## src/rtl/core/shp_pkg.sv

```systemverilog
// ----------------------------------------------------------------------------
// shp_pkg: shared types, constants and tables of the spiral hole position block
// Widths of the hole number, diameter, results and the CORDIC arctangent table.
// ----------------------------------------------------------------------------
package shp_pkg;

  localparam int unsigned HoleW    = 24;
  localparam int unsigned DiamW    = 16;
  localparam int unsigned PosW     = 25;
  localparam int unsigned RootW    = 20;  // floor(sqrt(N*2^16)) < 2^20
  localparam int unsigned RadW     = 31;
  localparam int unsigned AngW     = 32;
  localparam int unsigned VecW     = 33;  // signed Q30 vector with headroom
  localparam int unsigned AtanN    = 24;
  localparam int unsigned StagesDef = 16;

  localparam logic [35:0] PhaseK   = 36'd43748177637;
  localparam logic [VecW-1:0] GainInv = 33'd652032874;
  localparam logic [DiamW-1:0] DiamReset = 16'd256;

  typedef logic signed [VecW-1:0] vec_t;

  function automatic logic [AngW-1:0] atan_lookup(input int unsigned idx);
    logic [AngW-1:0] v;
    v = '0;
    unique case (idx)
      0:  v = 32'd536870912;
      1:  v = 32'd316933406;
      2:  v = 32'd167458907;
      3:  v = 32'd85004756;
      4:  v = 32'd42667331;
      5:  v = 32'd21354465;
      6:  v = 32'd10679838;
      7:  v = 32'd5340245;
      8:  v = 32'd2670163;
      9:  v = 32'd1335087;
      10: v = 32'd667544;
      11: v = 32'd333772;
      12: v = 32'd166886;
      13: v = 32'd83443;
      14: v = 32'd41722;
      15: v = 32'd20861;
      16: v = 32'd10430;
      17: v = 32'd5215;
      18: v = 32'd2608;
      19: v = 32'd1304;
      20: v = 32'd652;
      21: v = 32'd326;
      22: v = 32'd163;
      23: v = 32'd81;
      default: v = '0;
    endcase
    return v;
  endfunction

endpackage

```

## src/rtl/core/shp_scale.sv

```systemverilog
// ----------------------------------------------------------------------------
// shp_scale: radius times cosine and sine, rounded half away from zero to Q8
// Magnitude split into 16-bit partial products over two register stages.
// ----------------------------------------------------------------------------
module shp_scale (
  input  logic                      clk_i,
  input  logic                      rst_ni,
  input  logic                      valid_i,
  input  logic [shp_pkg::RadW-1:0]  radius_i,
  input  shp_pkg::vec_t             cos_i,
  input  shp_pkg::vec_t             sin_i,
  output logic                      valid_o,
  output logic [shp_pkg::PosW-1:0]  x_o,
  output logic [shp_pkg::PosW-1:0]  y_o
);
  import shp_pkg::*;

  localparam int unsigned MagW = VecW - 1;
  localparam int unsigned HiW  = MagW - 16;
  localparam int unsigned PW   = RadW + MagW;

  logic [1:0]            vld_q;
  logic [MagW-1:0]       mc, ms;
  logic                  nc_q, ns_q;
  logic [RadW+15:0]      cl_q, sl_q;
  logic [RadW+HiW-1:0]   ch_q, sh_q;
  logic [PW-1:0]         cp, sp;
  logic [PosW-1:0]       cq, sq;

  assign mc = MagW'(cos_i[VecW-1] ? -cos_i : cos_i);
  assign ms = MagW'(sin_i[VecW-1] ? -sin_i : sin_i);

  always_ff @(posedge clk_i or negedge rst_ni) begin
    if (!rst_ni) begin
      vld_q <= '0;
    end else begin
      vld_q <= {vld_q[0], valid_i};
    end
  end

  assign cp = PW'({ch_q, 16'd0}) + PW'(cl_q) + PW'(64'h20_0000_0000);
  assign sp = PW'({sh_q, 16'd0}) + PW'(sl_q) + PW'(64'h20_0000_0000);
  assign cq = PosW'(cp >> 38);
  assign sq = PosW'(sp >> 38);

  always_ff @(posedge clk_i) begin
    cl_q  <= radius_i * mc[15:0];
    ch_q  <= radius_i * mc[MagW-1:16];
    sl_q  <= radius_i * ms[15:0];
    sh_q  <= radius_i * ms[MagW-1:16];
    nc_q  <= cos_i[VecW-1];
    ns_q  <= sin_i[VecW-1];
    x_o   <= nc_q ? -cq : cq;
    y_o   <= ns_q ? -sq : sq;
  end

  assign valid_o = vld_q[1];

endmodule

```

## config.mk

```make
export PLATFORM = sky130hd
export DESIGN_NAME = shp_scale
export DESIGN_NICKNAME = d
export VERILOG_FILES = /design/src/rtl/core/shp_pkg.sv /design/src/rtl/core/shp_scale.sv
export SDC_FILE = /design/constraint.sdc
export NUM_CORES = 2
export LEC_CHECK = 0
export CAP_MARGIN = 20
export CORE_MARGIN = 3
export CORE_UTILIZATION = 50
export DETAILED_ROUTE_END_ITERATION = 7
export DONT_BUFFER_PORTS = 1
export PLACE_DENSITY = 0.75
export RECOVER_POWER = 100
export SYNTH_ARGS = -nofsm -noshare
export SYNTH_HDL_FRONTEND = slang
export SYNTH_SLANG_ARGS = --single-unit
export TNS_END_PERCENT = 10
```

## constraint.sdc

```tcl
create_clock -name clk_i -period 4.36 [get_ports clk_i]
set_input_delay 0.872 -clock clk_i [delete_from_list [all_inputs] [get_ports clk_i]]
set_output_delay 0.872 -clock clk_i [all_outputs]
set_load 0.02 [all_outputs]
```

==> results.toml <==
[grt]
grt_pass1_wl_mm = 329
grt_overflow = 0
antenna_found_initial = 10
grt_pass1_vias = 62616
grt_max_degree = 65
grtUsageTotal_pct = 27.9

[synthesis]
ys_types = 80
yosys_warnings = 0
syn_nets = 10558
seq_area_frac_synth_pct = 5.86
postSynthCellCount = 8250
synth_edf_count = 0
synth_area_per_cell_sq_um = 8.71
synth_ff_type = "dfxtp_1"
syn_area_sq_um = 71900
ys_ff_latch = 210
postSynth.asyncResetShare_pct = 0.952

[routing]
avgRoutedWirePerCell_microns = 19.3
postRouteAntennaNets = 0
totalWireLength_mm = 202
first_pass_iters = 6
drc = 0
via_per_inst = 5.43
vias = 56811
drt_iter0_markers = 4131

[worst_setup_path]
critPathSlowestCell = "or4_4"
crit_path_end_kind = "register"
worst_setup_path_start_kind = "input pin"
r2r_slack_ns = -0.43
max_stage_delay_ns = 0.54
cp_data_arrival_time_ns = 9.05
reg2reg_to = "x_o[19]$_DFF_P_"
crit-reg2reg-launch = "ch_q[13]$_DFF_P_"
worstSetupPathType = "in2reg"
r2r_cells = 13
worstPathMaxFanout = 6
cpMostUsedCell = "fa_1"
critical_path_required_ns = 4.82

[timing]
worst_slack_ns = -4.24
timing.final.crit_share_pct = 197
slew_violations = 0
timing.hold.ws_ns = 0.301
final.setup_skew_ns = 0.00816
relSlewSlack_pct = 16.0
rsz0062_at_grt = "yes"
max_freq_ghz = 0.116
finalSetupViolations = 169
hold_violations = 0
final.min_clock_period_ns = 8.60
tightestPinTransition_ns = 1.26

[clock_network]
cts_max_path_buffers = 3
cts_buffers = 26
clockRootBuffer = "clkbuf_16"
clk_pin_slew_ns = 0.06
clkLatencyLatePin_ns = 0.60
cts_sinks = 210
htreeDepth = 1
cts_tree = "done"

[die]
initial_core_util_pct = 50.6
die_x_microns = 385
core_sq_um = 142000
num_rows = 138
die_y_microns = 385
die-area_sq_um = 148000
ios = 151

[layout]
drive_gt1_share_pct = 13.0
syn_to_final_growth_pct = 13.7
nNetsFinal = 10864
post-route-cell-area_sq_um = 81700
final_common_cell = "inv_1"
final_cell_mix = "1854 x inv_1, 1600 x fa_1, 1443 x nand2_1"

[place]
globalplace.congestion = 0.923
dp_hpwl_mm = 156
placed_area_sq_um = 79200
port_buffers = 0

[job]
cap_violations = 0

[run_status]
run_status = "finished with violations"
violations = "negative setup slack"

[min_path]
hold_start = "valid_i"
holdPathEnd = "vld_q[0]$_DFF_PN0_"
whs_path_depth = 0
hold_class = "in2reg"
==> sequential cells by signal, indices dropped and copies added, names as in the netlist <==
signal	flops
sh_q	47
y_o	25
ns_q	1
nc_q	1
sl_q	31
cl_q	31
x_o	25
vld_q	2
ch_q	47
==> logic make-up (layout without fill, tap and decap cells) <==
| logic type | count (synthesis) | in the layout | synth area share [%] |
|---|---|---|---|
| buffers and inverters | 2313 | 2638 | 12.1 |
| other | 0 | 5 | 0 |
| flip-flops | 210 | 210 | 5.86 |
| AO/OA/AOI/OAI | 652 | 652 | 6.10 |
| adder cells (fa/ha/maj) | 2208 | 2208 | 55.3 |
| AND/OR/NAND/NOR | 2591 | 2591 | 17.2 |
| multiplexers | 13 | 13 | 0.188 |
| XOR/XNOR | 263 | 263 | 3.21 |
==> worst max-delay path: cells and delay by family <==
kind / cells / cell delay, ns
adders and majority gates: 7 / 3.10
and+or+nand+nor: 7 / 2.50
buffers and inverters: 6 / 0.56
xor gates and xnor gates: 2 / 0.36
AOI/OAI and AO/OA: 9 / 1.63
==> cell type report <==
type                       instances  area, sq um
inverter                        1871         7030
sequential                       210         4210
fill                           11909        60400
antenna                            5         12.5
clock buffer                      30          697
timing repair buffer             720         6210
multi-input combinational       5727        61000
clock inverter                    17          240
tap                             1890         2360
==> through the flow <==
stage	util, %	setup WS (ns)	instances	setup TNS (ns)
global placement	55.7	-4.81	10387	-573.72
finish	57.5	-4.24	10470	-483.69
CTS	57.2	-4.06	10455	-469.38
floorplan	-	-4.19	8250	-482.72
global route	57.5	-4.45	10467	-526.17
detailed placement	55.7	-4.91	10387	-584.15
==> worst max path at each step <==
stage,from,depth (start not counted),end
CTS,sin_i[5],30,sh_q[45]$_DFF_P_
detailed placement,cos_i[9],28,ch_q[45]$_DFF_P_
global placement,cos_i[9],28,ch_q[45]$_DFF_P_
global route,sin_i[5],31,sh_q[37]$_DFF_P_
finish,sin_i[5],31,sh_q[37]$_DFF_P_
floorplan,cos_i[9],28,ch_q[42]$_DFF_P_
==> synthesized netlist by cell type (all sizes together) (9+ instances only) <==
cell	instances	share of area (%)
o31ai	24	0.25
o21bai	31	0.32
o211ai	10	0.10
and3	34	0.30
nand2b	24	0.21
nand3	47	0.33
buf	14	0.12
o221ai	12	0.15
o21ai	109	0.77
xor2	54	0.66
inv	1870	9.8
o31a	10	0.12
o41ai	10	0.14
nor2b	23	0.20
nor2	118	0.62
fa	1614	45
o21a	30	0.31
ha	594	10
and2	713	6.3
o41a	9	0.14
mux2i	9	0.13
nand4	41	0.37
nor3	43	0.30
a21o	100	1.0
a211oi	25	0.27
or4	22	0.25
a21oi	175	1.2
a31oi	16	0.14
clkbuf	428	2.2
nor4	18	0.18
xnor2	209	2.5
and4	13	0.16
a221oi	9	0.11
or3	15	0.14
a21boi	15	0.16
dfxtp	208	5.8
nand2	1455	7.6
==> layer usage <==
layer  vias up  share of wire, %  GRT usage, %
li1      25047                 -             -
met4        12               3.5          8.31
met1     28687                39          35.8
met2      2543                48          47.3
met3       522               9.5          6.12
met5         -             0.039             0
==> what timing repair did <==
item                                   4_1_cts  5_1_grt
cloned                                       0        1
pin swaps                                   63       48
hold buffers                                 1        0
setup buffers                               20       10
resized for setup                          196       98
endpoints found under the hold margin        2        0
setup endpoints to repair                  154      174
Power is left out: the tool's default activity adds up to more than one toggle a clock period on the data nets, which glitch-free logic cannot reach.
