===== src/rtl/core/shp_pkg.sv =====
// ----------------------------------------------------------------------------
// shp_pkg: shared types, constants and tables of the spiral hole position block
// Widths of the hole number, diameter, results and the CORDIC arctangent table.
// ----------------------------------------------------------------------------
package shp_pkg;

  localparam int unsigned HoleW    = 24;
  localparam int unsigned DiamW    = 16;
  localparam int unsigned PosW     = 25;
  localparam int unsigned RootW    = 20;  // floor(sqrt(N*2^16)) < 2^20
  localparam int unsigned RadW     = 31;
  localparam int unsigned AngW     = 32;
  localparam int unsigned VecW     = 33;  // signed Q30 vector with headroom
  localparam int unsigned AtanN    = 24;
  localparam int unsigned StagesDef = 16;

  localparam logic [35:0] PhaseK   = 36'd43748177637;
  localparam logic [VecW-1:0] GainInv = 33'd652032874;
  localparam logic [DiamW-1:0] DiamReset = 16'd256;

  typedef logic signed [VecW-1:0] vec_t;

  function automatic logic [AngW-1:0] atan_lookup(input int unsigned idx);
    logic [AngW-1:0] v;
    v = '0;
    unique case (idx)
      0:  v = 32'd536870912;
      1:  v = 32'd316933406;
      2:  v = 32'd167458907;
      3:  v = 32'd85004756;
      4:  v = 32'd42667331;
      5:  v = 32'd21354465;
      6:  v = 32'd10679838;
      7:  v = 32'd5340245;
      8:  v = 32'd2670163;
      9:  v = 32'd1335087;
      10: v = 32'd667544;
      11: v = 32'd333772;
      12: v = 32'd166886;
      13: v = 32'd83443;
      14: v = 32'd41722;
      15: v = 32'd20861;
      16: v = 32'd10430;
      17: v = 32'd5215;
      18: v = 32'd2608;
      19: v = 32'd1304;
      20: v = 32'd652;
      21: v = 32'd326;
      22: v = 32'd163;
      23: v = 32'd81;
      default: v = '0;
    endcase
    return v;
  endfunction

endpackage


===== src/rtl/core/shp_sqrt.sv =====
// ----------------------------------------------------------------------------
// shp_sqrt: pipelined integer square root
// One result bit per stage, restoring method, diameter carried alongside.
// ----------------------------------------------------------------------------
module shp_sqrt (
  input  logic                       clk_i,
  input  logic                       rst_ni,
  input  logic                       valid_i,
  input  logic [shp_pkg::HoleW-1:0]  hole_i,
  input  logic [shp_pkg::DiamW-1:0]  diam_i,
  output logic                       valid_o,
  output logic [shp_pkg::RootW-1:0]  root_o,
  output logic [shp_pkg::DiamW-1:0]  diam_o
);
  import shp_pkg::*;

  localparam int unsigned RadW2 = 2 * RootW;  // radicand width

  logic [RootW:0]        vld_q;
  logic [RadW2-1:0]      rad_q  [RootW+1];
  logic [RootW+1:0]      rem_q  [RootW+1];
  logic [RootW-1:0]      rt_q   [RootW+1];
  logic [DiamW-1:0]      dia_q  [RootW+1];

  always_comb begin
    rad_q[0] = {hole_i, 16'd0};
    rem_q[0] = '0;
    rt_q[0]  = '0;
    dia_q[0] = diam_i;
  end
  assign vld_q[0] = valid_i;

  for (genvar k = 0; k < RootW; k++) begin : g_stage
    logic [RootW+1:0] rem_d, trial;
    logic [RootW-1:0] rt_d;
    logic [RootW+1:0] r_cand;
    always_comb begin
      r_cand = {rem_q[k][RootW-1:0], rad_q[k][RadW2-1 -: 2]};
      trial  = {rt_q[k], 2'b01};
      if (r_cand >= trial) begin
        rem_d = r_cand - trial;
        rt_d  = {rt_q[k][RootW-2:0], 1'b1};
      end else begin
        rem_d = r_cand;
        rt_d  = {rt_q[k][RootW-2:0], 1'b0};
      end
    end
    always_ff @(posedge clk_i or negedge rst_ni) begin
      if (!rst_ni) begin
        vld_q[k+1] <= 1'b0;
      end else begin
        vld_q[k+1] <= vld_q[k];
      end
    end
    always_ff @(posedge clk_i) begin
      rad_q[k+1] <= {rad_q[k][RadW2-3:0], 2'b00};
      rem_q[k+1] <= rem_d;
      rt_q[k+1]  <= rt_d;
      dia_q[k+1] <= dia_q[k];
    end
  end

  assign valid_o = vld_q[RootW];
  assign root_o  = rt_q[RootW];
  assign diam_o  = dia_q[RootW];

endmodule


===== config.mk =====
export PLATFORM = sky130hd
export DESIGN_NAME = shp_sqrt
export DESIGN_NICKNAME = d
export VERILOG_FILES = /design/src/rtl/core/shp_pkg.sv /design/src/rtl/core/shp_sqrt.sv
export SDC_FILE = /design/constraint.sdc
export NUM_CORES = 1
export LEC_CHECK = 0
export BUFFER_PORTS_ARGS = -buffer_cell sky130_fd_sc_hd__buf_4
export CAP_MARGIN = 40
export CORE_MARGIN = 1
export CORE_UTILIZATION = 40
export DETAILED_ROUTE_END_ITERATION = 6
export PLACE_DENSITY_LB_ADDON = 0.05
export SLEW_MARGIN = 5
export SYNTH_ARGS = -nofsm -noshare
export SYNTH_HDL_FRONTEND = slang
export SYNTH_SLANG_ARGS = --single-unit

===== constraint.sdc =====
create_clock -name clk_i -period 6.27 [get_ports clk_i]
set_input_delay 0.3135 -clock clk_i [delete_from_list [all_inputs] [get_ports clk_i]]
set_output_delay 0.3135 -clock clk_i [all_outputs]
set_load 0.005 [all_outputs]

==> flow_summary.ini <==
[clock_tree]
ctsHtreeMaxLevel = 3
postCtsSetupRepairBufs = 0
cts_tree = done
cts_buffers = 104
cts_resized = 0
clkTransAtPathRegs_ns = 0.06
clock_sinks = 1023
clk_latency_ns = 0.68
clk_path_buf_depth = 3
cts-root-buf = clkbuf_16

[sta]
final.setup.tns_ns = 0
finalClockSkew_ns = 0.05487
grt_setup_unrepaired = false
max-slew-margin-rel_pct = 43.32
worstMarginPinSlew_ns = 0.8501
hold_viol = 0
hold-worst-slack_ns = 0.09894
max_freq_mhz = 284.7
slew_viol_final = 0
min_period_ns = 3.513
setup_viol = 0
timing.final.crit_share_pct = 56.03

[yosys]
synth_area_sq_mm = 0.03461
netlist_instances = 3193
ys.flop_type = dfxtp_1
yosys_warnings = 0
synth_edf_count = 0
synth_seq_cells = 1023
ys_types = 80
synth_async_sr_flop_share_pct = 1.955
ys_seq_area_share_pct = 59.46
synth_fp_nets = 3456
syn_area_per_cell_sq_um = 10.84

[power]
ir_drop_uv = 231.1
p_per_area_mw_per_mm2 = 436.4
finalPower_w = 0.01772
p_leak_nw = 18.94

[grt]
groute.usage.overall_pct = 15.05
first_global_vias = 21552
overflow = 0
grt_max_degree = 32
antenna_found_initial = 0
grt_pass1_wl_mm = 106.4

[routing]
drtIter0Drc = 943
drc = 0
routed_via_density = 4.718
avgRoutedWirePerCell_microns = 14.26
routed_wirelength_mm = 65.67
antenna_left = 0
first_pass_iters = 7
vias = 21732

[critical_path]
cp_top_family = compound AO/OA/AOI/OAI gates
rr_worst_depth = 12
crit_fanout = 12
worstSetupEndpointType = register
slowest_delay_ns = 0.61
required_ns = 6.84
path_class = register to register
critPathLaunchType = register
cp_num_buf_inv = 2
cp_cell_sequence = ha_1 -> inv_1 -> fa_1 -> nor2b_1 -> o21a_1 -> o21ai_0 -> a21oi_1 -> a221oi_1 -> o21ai_1 -> a31oi_2 -> buf_8 -> mux2_2
cp.depth = 12
crit_slowest_cell = a31oi_2
worst-endpoint-arrival_ns = 4.09

[final_layout]
nNetsFinal = 3637
num-fill-cells = 7850
insertedDiodeCount = 0
area_growth_pct = 17.32
fin_cells = 4606
drive_gt1_share_pct = 9.994
design_area_sq_mm = 0.04060

[worst_hold_path]
hp-class = input port to asynchronous set/reset pin

[die]
start_util_pct = 40.52
rows = 107
core_area_sq_mm = 0.08541
die_area_sq_mm = 0.08771
ios = 80
die_x_microns = 296.2
dieHeight_microns = 296.2

[outcome]
outcome = finished, final reports clean

[placed_design]
numPortBuffers = 79
dpl_cell_area_sq_mm = 0.03648
dp_hpwl_mm = 48.70
gp_congestion = 0.8653
post-place-cells = 4369

[flow_run]
cap_violations = 0
-- stage by stage --
step | util, % | worst slack [ns]
after detailed placement | 42.71 | 2.773
after floorplan | - | 3.206
after CTS | 47.54 | 2.739
after global placement | 42.64 | 2.484
after global routing | 47.54 | 2.394
final | 47.54 | 2.757
-- cell type report --
type / count / area [sq um] / area share [%]
clock inverter: 51 / 705.7 / 1.738
sequential: 1023 / 20580 / 50.68
inverter: 289 / 1085 / 2.672
clock buffer: 143 / 2990 / 7.365
timing repair buffer: 132 / 1121 / 2.761
tap: 1144 / 1431 / 3.525
multi-input combinational: 1824 / 12690 / 31.26
-- cell usage in the layout (no fill, tap or decap), drive strengths merged, types with 99 or more instances in the layout --
cell type / Yosys / final
a21oi: 177 / 177
clkbuf: 37 / 143
dfxtp: 1003 / 1003
ha: 213 / 213
inv: 287 / 287
nand2: 174 / 174
nor2: 186 / 186
o21ai: 186 / 186
xnor2: 99 / 99
xor2: 130 / 130
-- logic make-up (layout without fill, tap and decap cells) --
group           count (synthesis)  after routing  synth area share (%)
buf+inv                       346            615                 3.930
flops                        1023           1023                 59.46
compound gates                594            594                 10.53
mux                            66             66                 2.108
fa+ha+maj                     220            220                 8.105
other cells                     1              1               0.01083
simple gates                  714            714                 10.06
xor+xnor                      229            229                 5.795
-- report_power, final --
group / internal [W] / switching, W
clock network: 0.00382 / 0.00255
registers: 0.00754 / 0.000684
logic: 0.00149 / 0.00163
-- layer usage --
layer,wire [microns],GRT usage [%],vias up
met5,0,0,-
met4,2125,6.512,0
met3,2406,2.526,129
met2,33170,27.43,371
met1,27970,17.18,10087
li1,-,-,11145
-- final timing paths --
check / start / endpoint / slack, ns
min reg2reg: rad_q[790]$_DFF_P_ / rad_q[752]$_DFF_P_ / 0.30
min in group clk_i: hole_i[8] / rad_q[786]$_DFF_P_ / 0.27
max in group asynchronous: rst_ni / vld_q[8]$_DFF_PN0_ / 5.96
min: rst_ni / vld_q[10]$_DFF_PN0_ / 0.1
max reg2reg: g_stage[18].r_cand[2]$_SDFF_PP0_ / g_stage[19].r_cand[21]$_DFF_P_ / 2.76
max: g_stage[18].r_cand[2]$_SDFF_PP0_ / g_stage[19].r_cand[21]$_DFF_P_ / 2.76
-- cells in the mapped netlist, types with 14 or more instances --
library cell / n / area, sq um
nor2b_1: 38 / 237.7
mux2_2: 55 / 619.3
o31ai_1: 16 / 120.1
nor4_1: 30 / 187.7
inv_1: 287 / 1077
or3_1: 38 / 237.7
dfxtp_1: 1003 / 20080
o21ai_0: 184 / 920.9
nand4_1: 14 / 87.58
a211oi_1: 21 / 157.7
a21oi_1: 177 / 885.9
nor3_1: 84 / 420.4
nor2_1: 186 / 698.2
buf_4: 16 / 120.1
a21o_1: 54 / 405.4
nand2_1: 174 / 653.1
nand2b_1: 41 / 256.5
o21a_1: 39 / 292.8
dfrtp_1: 20 / 500.5
xor2_1: 130 / 1139
ha_1: 213 / 2665
nand3b_1: 14 / 105.1
clkbuf_1: 37 / 138.9
xnor2_1: 99 / 867.1
nand3_1: 45 / 225.2
-- flip-flops by register name (all words and copies together), names as in the netlist --
register,flops
g_stage.r_cand,363
dia_q,304
g_stage.trial,190
rad_q,110
root_o,20
vld_q,19
diam_o,16
valid_o,1
-- timing repair --
action	CTS	global route
endpoints found under the setup margin	0	0
endpoints found under the hold margin	62	0
hold buffers	43	0
(Power assumes the default switching activity.)
