--- src/rtl/core/shp_pkg.sv ---
// ----------------------------------------------------------------------------
// shp_pkg: shared types, constants and tables of the spiral hole position block
// Widths of the hole number, diameter, results and the CORDIC arctangent table.
// ----------------------------------------------------------------------------
package shp_pkg;

  localparam int unsigned HoleW    = 24;
  localparam int unsigned DiamW    = 16;
  localparam int unsigned PosW     = 25;
  localparam int unsigned RootW    = 20;  // floor(sqrt(N*2^16)) < 2^20
  localparam int unsigned RadW     = 31;
  localparam int unsigned AngW     = 32;
  localparam int unsigned VecW     = 33;  // signed Q30 vector with headroom
  localparam int unsigned AtanN    = 24;
  localparam int unsigned StagesDef = 16;

  localparam logic [35:0] PhaseK   = 36'd43748177637;
  localparam logic [VecW-1:0] GainInv = 33'd652032874;
  localparam logic [DiamW-1:0] DiamReset = 16'd256;

  typedef logic signed [VecW-1:0] vec_t;

  function automatic logic [AngW-1:0] atan_lookup(input int unsigned idx);
    logic [AngW-1:0] v;
    v = '0;
    unique case (idx)
      0:  v = 32'd536870912;
      1:  v = 32'd316933406;
      2:  v = 32'd167458907;
      3:  v = 32'd85004756;
      4:  v = 32'd42667331;
      5:  v = 32'd21354465;
      6:  v = 32'd10679838;
      7:  v = 32'd5340245;
      8:  v = 32'd2670163;
      9:  v = 32'd1335087;
      10: v = 32'd667544;
      11: v = 32'd333772;
      12: v = 32'd166886;
      13: v = 32'd83443;
      14: v = 32'd41722;
      15: v = 32'd20861;
      16: v = 32'd10430;
      17: v = 32'd5215;
      18: v = 32'd2608;
      19: v = 32'd1304;
      20: v = 32'd652;
      21: v = 32'd326;
      22: v = 32'd163;
      23: v = 32'd81;
      default: v = '0;
    endcase
    return v;
  endfunction

endpackage

--- src/rtl/core/shp_prep.sv ---
// ----------------------------------------------------------------------------
// shp_prep: radius and phase from the root
// Radius d*s/40 rounded via reciprocal multiply, phase s*K rounded to turns,
// then quadrant split; three register stages.
// ----------------------------------------------------------------------------
module shp_prep (
  input  logic                      clk_i,
  input  logic                      rst_ni,
  input  logic                      valid_i,
  input  logic [shp_pkg::RootW-1:0] root_i,
  input  logic [shp_pkg::DiamW-1:0] diam_i,
  output logic                      valid_o,
  output logic [shp_pkg::RadW-1:0]  radius_o,
  output logic [1:0]                quad_o,
  output logic signed [shp_pkg::AngW-1:0] resid_o
);
  import shp_pkg::*;

  localparam int unsigned ProdW = DiamW + RootW;  // 36
  // floor(v/40) for v < 2^37 via v*ceil(2^43/40) >> 43, exact over that range
  localparam logic [37:0] Recip40 = 38'd219902325556;

  logic [2:0]            vld_q;
  logic [ProdW:0]        num_q;
  logic [RootW+35:0]     ph_q;
  logic [ProdW+19:0]     plo_q, phi_q;
  logic [RadW-1:0]       rad2_q;
  logic [AngW-1:0]       p_q;
  logic [ProdW+38:0]     qt_w;
  logic [ProdW:0]        qcand;
  logic [AngW-1:0]       pd;
  logic [1:0]            qd;
  logic [AngW-1:0]       rd;

  assign pd = AngW'((ph_q + (RootW+36)'(33'd32768)) >> 16);
  // reciprocal product rebuilt from its two registered halves
  assign qt_w = {phi_q, 19'd0} + (ProdW+39)'(plo_q);
  assign qcand = (ProdW+1)'(qt_w >> 43);

  always_ff @(posedge clk_i or negedge rst_ni) begin
    if (!rst_ni) begin
      vld_q <= '0;
    end else begin
      vld_q <= {vld_q[1:0], valid_i};
    end
  end

  always_ff @(posedge clk_i) begin
    // stage 1: products
    num_q  <= (ProdW+1)'(diam_i * root_i) + (ProdW+1)'(20);
    ph_q   <= root_i * PhaseK;
    // stage 2: reciprocal partial products and phase
    plo_q  <= num_q * Recip40[18:0];
    phi_q  <= num_q * Recip40[37:19];
    p_q    <= pd;
    // stage 3: quotient and quadrant split
    rad2_q <= RadW'(qcand);
    quad_o <= qd;
    resid_o <= rd;
  end

  always_comb begin
    qd = 2'((p_q + 32'h2000_0000) >> 30);
    rd = p_q - {qd, 30'd0};
  end

  assign valid_o  = vld_q[2];
  assign radius_o = rad2_q;

endmodule

--- config.mk ---
export PLATFORM = sky130hd
export DESIGN_NAME = shp_prep
export DESIGN_NICKNAME = d
export VERILOG_FILES = /design/src/rtl/core/shp_pkg.sv /design/src/rtl/core/shp_prep.sv
export SDC_FILE = /design/constraint.sdc
export NUM_CORES = 2
export LEC_CHECK = 0
export BUFFER_PORTS_ARGS = -buffer_cell sky130_fd_sc_hd__buf_2
export CAP_MARGIN = 0
export CORE_ASPECT_RATIO = 1.1
export CORE_MARGIN = 1
export CORE_UTILIZATION = 30
export DETAILED_ROUTE_END_ITERATION = 16
export PLACE_DENSITY_LB_ADDON = 0.05
export SLEW_MARGIN = 5
export SYNTH_ARGS = -nofsm -noshare
export SYNTH_HDL_FRONTEND = slang
export SYNTH_SLANG_ARGS = --single-unit
--- constraint.sdc ---
create_clock -name clk_i -period 9.6 [get_ports clk_i]
set_clock_uncertainty 0.1 [all_clocks]
set_input_delay 0.96 -clock clk_i [delete_from_list [all_inputs] [get_ports clk_i]]
set_output_delay 0.96 -clock clk_i [all_outputs]
set_load 0.01 [all_outputs]
==> key figures <==
Critical path
  – Critical-path top delay cell: a2111oi_0
  – Worst path cell trace: buf_2 > nand2_1 > fa_1 > inv_1 > fa_1 > inv_1 > fa_1 > fa_1 > fa_1 > fa_1 > inv_1 > ha_1 > nand2_1 > or3_1 > nor2_1 > o31ai_1 > a2111oi_0 > nor3_1 > o32ai_2 > nand4b_1 > o311ai_0
  – Largest stage delay on the critical path: 1.07 ns
  – Critical Path Start Type: input pin
  – R2r endpoint: phi_q[49]$_DFF_P_
  – R2R Setup Slk: 2.40 ns
  – WS Path Type: in2reg
  – CP Capture Type: register
  – Worst EP arrival: ~8.1 ns
  – Worst path most repeated cell: fa_1
  – Max FO, Critical Path: 23
  – Worst R2R Path Depth: 18
  – RR Startpoint: num_q[6]$_DFF_P_
  – Req. time, crit path: a little under 10 ns

Worst hold path
  – Hold path cells: 0
  – Hold Path End: resid_o[1]$_DFF_P_
  – Hold path startpoint: p_q[1]$_DFF_P_
  – Min-delay worst type: reg2reg

Global routing
  – Largest net degree at the start of global routing: 29
  – Vias in the first global route: between 30000 and 40000
  – Initial antenna violation count: 9
  – Global-route met3 utilization: 1.60%
  – Most used routing layer: met2
  – First-pass GRT wire length: 206 mm
  – Met2 Usage GRT: 34.9%
  – Met1 Resource Use GR: 21.8%
  – GR Overflow Total: 0
  – GRT Util Overall: 18.3%

Status
  – Status: finished clean

STA
  – Rel. slew slack: 14.2%
  – Peak Freq: about 130 MHz
  – Slew @ Worst Pin: 1.25 ns
  – RSZ-0062 raised after global routing: no
  – Setup Viol. Count Final: 0
  – Minimum clock period: 7.73 ns
  – Period utilisation layout: between 80% and 90%
  – Final hold violation count: 0
  – Max Slew Vio Count: 0
  – Post-Route Setup TNS: 0 ns

Detailed routing
  – Post-DR wirelength/cell: about 20 um
  – Via count: 29900
  – Via/cell ratio: roughly 4.5
  – Post-Route WL: 134 mm
  – Final ANT Viol Nets: 0
  – DR iter-0 viols: 963
  – DRC: 0
  – Drt pass-1 iters: 5

Place
  – Port Buf Inserts: 104
  – Dpl hpwl: 118 mm
  – Routability cong.: 0.868

Floorplanning
  – Starting Density: 30.2%
  – Die height: around 410 um
  – Die area: 150000 um2
  – Std-Cell Rows: around 150
  – DIE WIDTH: 370 um
  – I/O pin count: 105
  – CORE AREA: 148000 um2

CTS
  – Htree depth: 2
  – CTS max path bufs: 3
  – CTS tree: built
  – # clock sinks: 259
  – CTS root buffer: clkbuf_16
  – Worst skew pair latency: 0.60 ns
  – Resize count post-CTS: 0
  – Num CTS Buffers: 36
  – Reg clk slew, reported paths: 0.05 ns

Synthesis
  – Ys async rst share: under 10%
  – Post-synthesis sequential area ratio: 11.6%
  – Synth Net Count: 6201
  – Yosys warning total: 0
  – Top FF cell, synth: dfxtp_1
  – Commonest cells post-synth: inv_1 (1315), fa_1 (855), ha_1 (645)
  – Yosys cell types: 78
  – Synth top area cells: fa_1 (38%), ha_1 (18%), dfxtp_1 (11%), inv_1 (11%), nand2_1 (2.9%)
  – Post-Synthesis Cells: 4662
  – Mean Syn Cell Area: roughly 9.6 um2
  – Top-count cell post-synth: inv_1
  – Area leader, netlist: fa_1
  – EDFF count, synth: 0
  – Yosys reg bits: between 200 and 300
  – Mapped Area: 44700 um2
  – Top-area cell type share of the netlist area: 38.3%

Finish
  – Fraction of layout cells with a size suffix above 1: 4.50%
  – Area grow syn2layout: 8.87%
  – FILL cells: 15400
  – Final nets: 6268

Flow run
  – Max_cap viols: 0
## worst max-delay path: cells and delay by family
family	cells	cell delay [ns]
and+or+nand+nor	6	1.22
adders and majority gates	7	3.42
AOI/OAI and AO/OA	4	1.79
buffers and inverters	4	0.66
## per-layer routing
metal	share of wire, %	up-vias
met1	42	15100
met3	1.8	113
met2	54	280
met5	0.067	-
met4	2.5	14
li1	-	14400
## registers in the layout, indices dropped and copies added, names as in the netlist
| name | flops |
|---|---|
| plo_q | 36 |
| vld_q | 3 |
| radius_o | 31 |
| quad_o | 2 |
| resid_o | 32 |
| phi_q | 53 |
| p_q | 32 |
| num_q | 37 |
| ph_q | 33 |
## cells by family (layout without fill, tap and decap cells)
kind of cell | count (synthesis) | after routing | share of synthesized area [%]
multiplexers | 8 | 8 | 0.185
AND/OR/NAND/NOR | 781 | 781 | 8.39
flip-flops | 259 | 259 | 11.6
other | 0 | 2 | 0
adder cells (fa/ha/maj) | 1500 | 1500 | 56.4
AO/OA/AOI/OAI | 515 | 515 | 7.75
XOR/XNOR | 199 | 199 | 3.90
buffers and inverters | 1400 | 1494 | 11.8
## layout make-up
cell class | instances | area, um2 | area share, %
antenna | 2 | 5.00 | 0.0103
clock buffer | 46 | 1020 | 2.10
clock inverter | 19 | 226 | 0.466
inverter | 1315 | 4940 | 10.1
multi-input combinational | 3003 | 34200 | 70.3
sequential | 259 | 5200 | 10.7
tap | 1950 | 2440 | 5.02
timing repair buffer | 114 | 598 | 1.23
## through the flow
stage          hold slack (ns)  instance area, um2  util [%]  worst slack, ns  cells
2_1_floorplan            0.210               44700         -             2.44   4662
3_3_place_gp             0.211               47400      32.0             1.22   6640
3_5_place_dp             0.214               47400      32.0             1.19   6640
4_1_cts                  0.226               48600      32.9             1.82   6706
5_1_grt                  0.229               48600      32.9             1.50   6706
6_report                 0.223               48600      32.9             1.87   6708
## layout by cell type (no fill, tap or decap), drive strengths merged, types with 82 or more instances in the layout
cell,count
a21o,93
a21oi,153
and2,107
buf,113
dfxtp,256
fa,855
ha,645
inv,1319
nand2,345
nor2,101
o21ai,82
xnor2,117
xor2,82
## timing repair
item | in CTS | in global routing
setup buffers | 0 | 0
hold buffers | 1 | 0
hold endpoints to repair | 1 | 0
## worst max-delay path by stage
stage / startpoint / endpoint / slack, ns / cells after the start
3_3_place_gp: root_i[10] / num_q[33]$_DFF_P_ / 1.22 / 23
3_5_place_dp: root_i[10] / num_q[35]$_DFF_P_ / 1.19 / 21
2_1_floorplan: root_i[9] / ph_q[35]$_DFF_P_ / 2.44 / 23
4_1_cts: root_i[10] / num_q[35]$_DFF_P_ / 1.82 / 21
5_1_grt: root_i[11] / num_q[35]$_DFF_P_ / 1.50 / 23
6_report: root_i[10] / num_q[35]$_DFF_P_ / 1.87 / 21
Power is not shown: default switching activity piles up to over one toggle a cycle in this logic, so the estimate is an artifact.
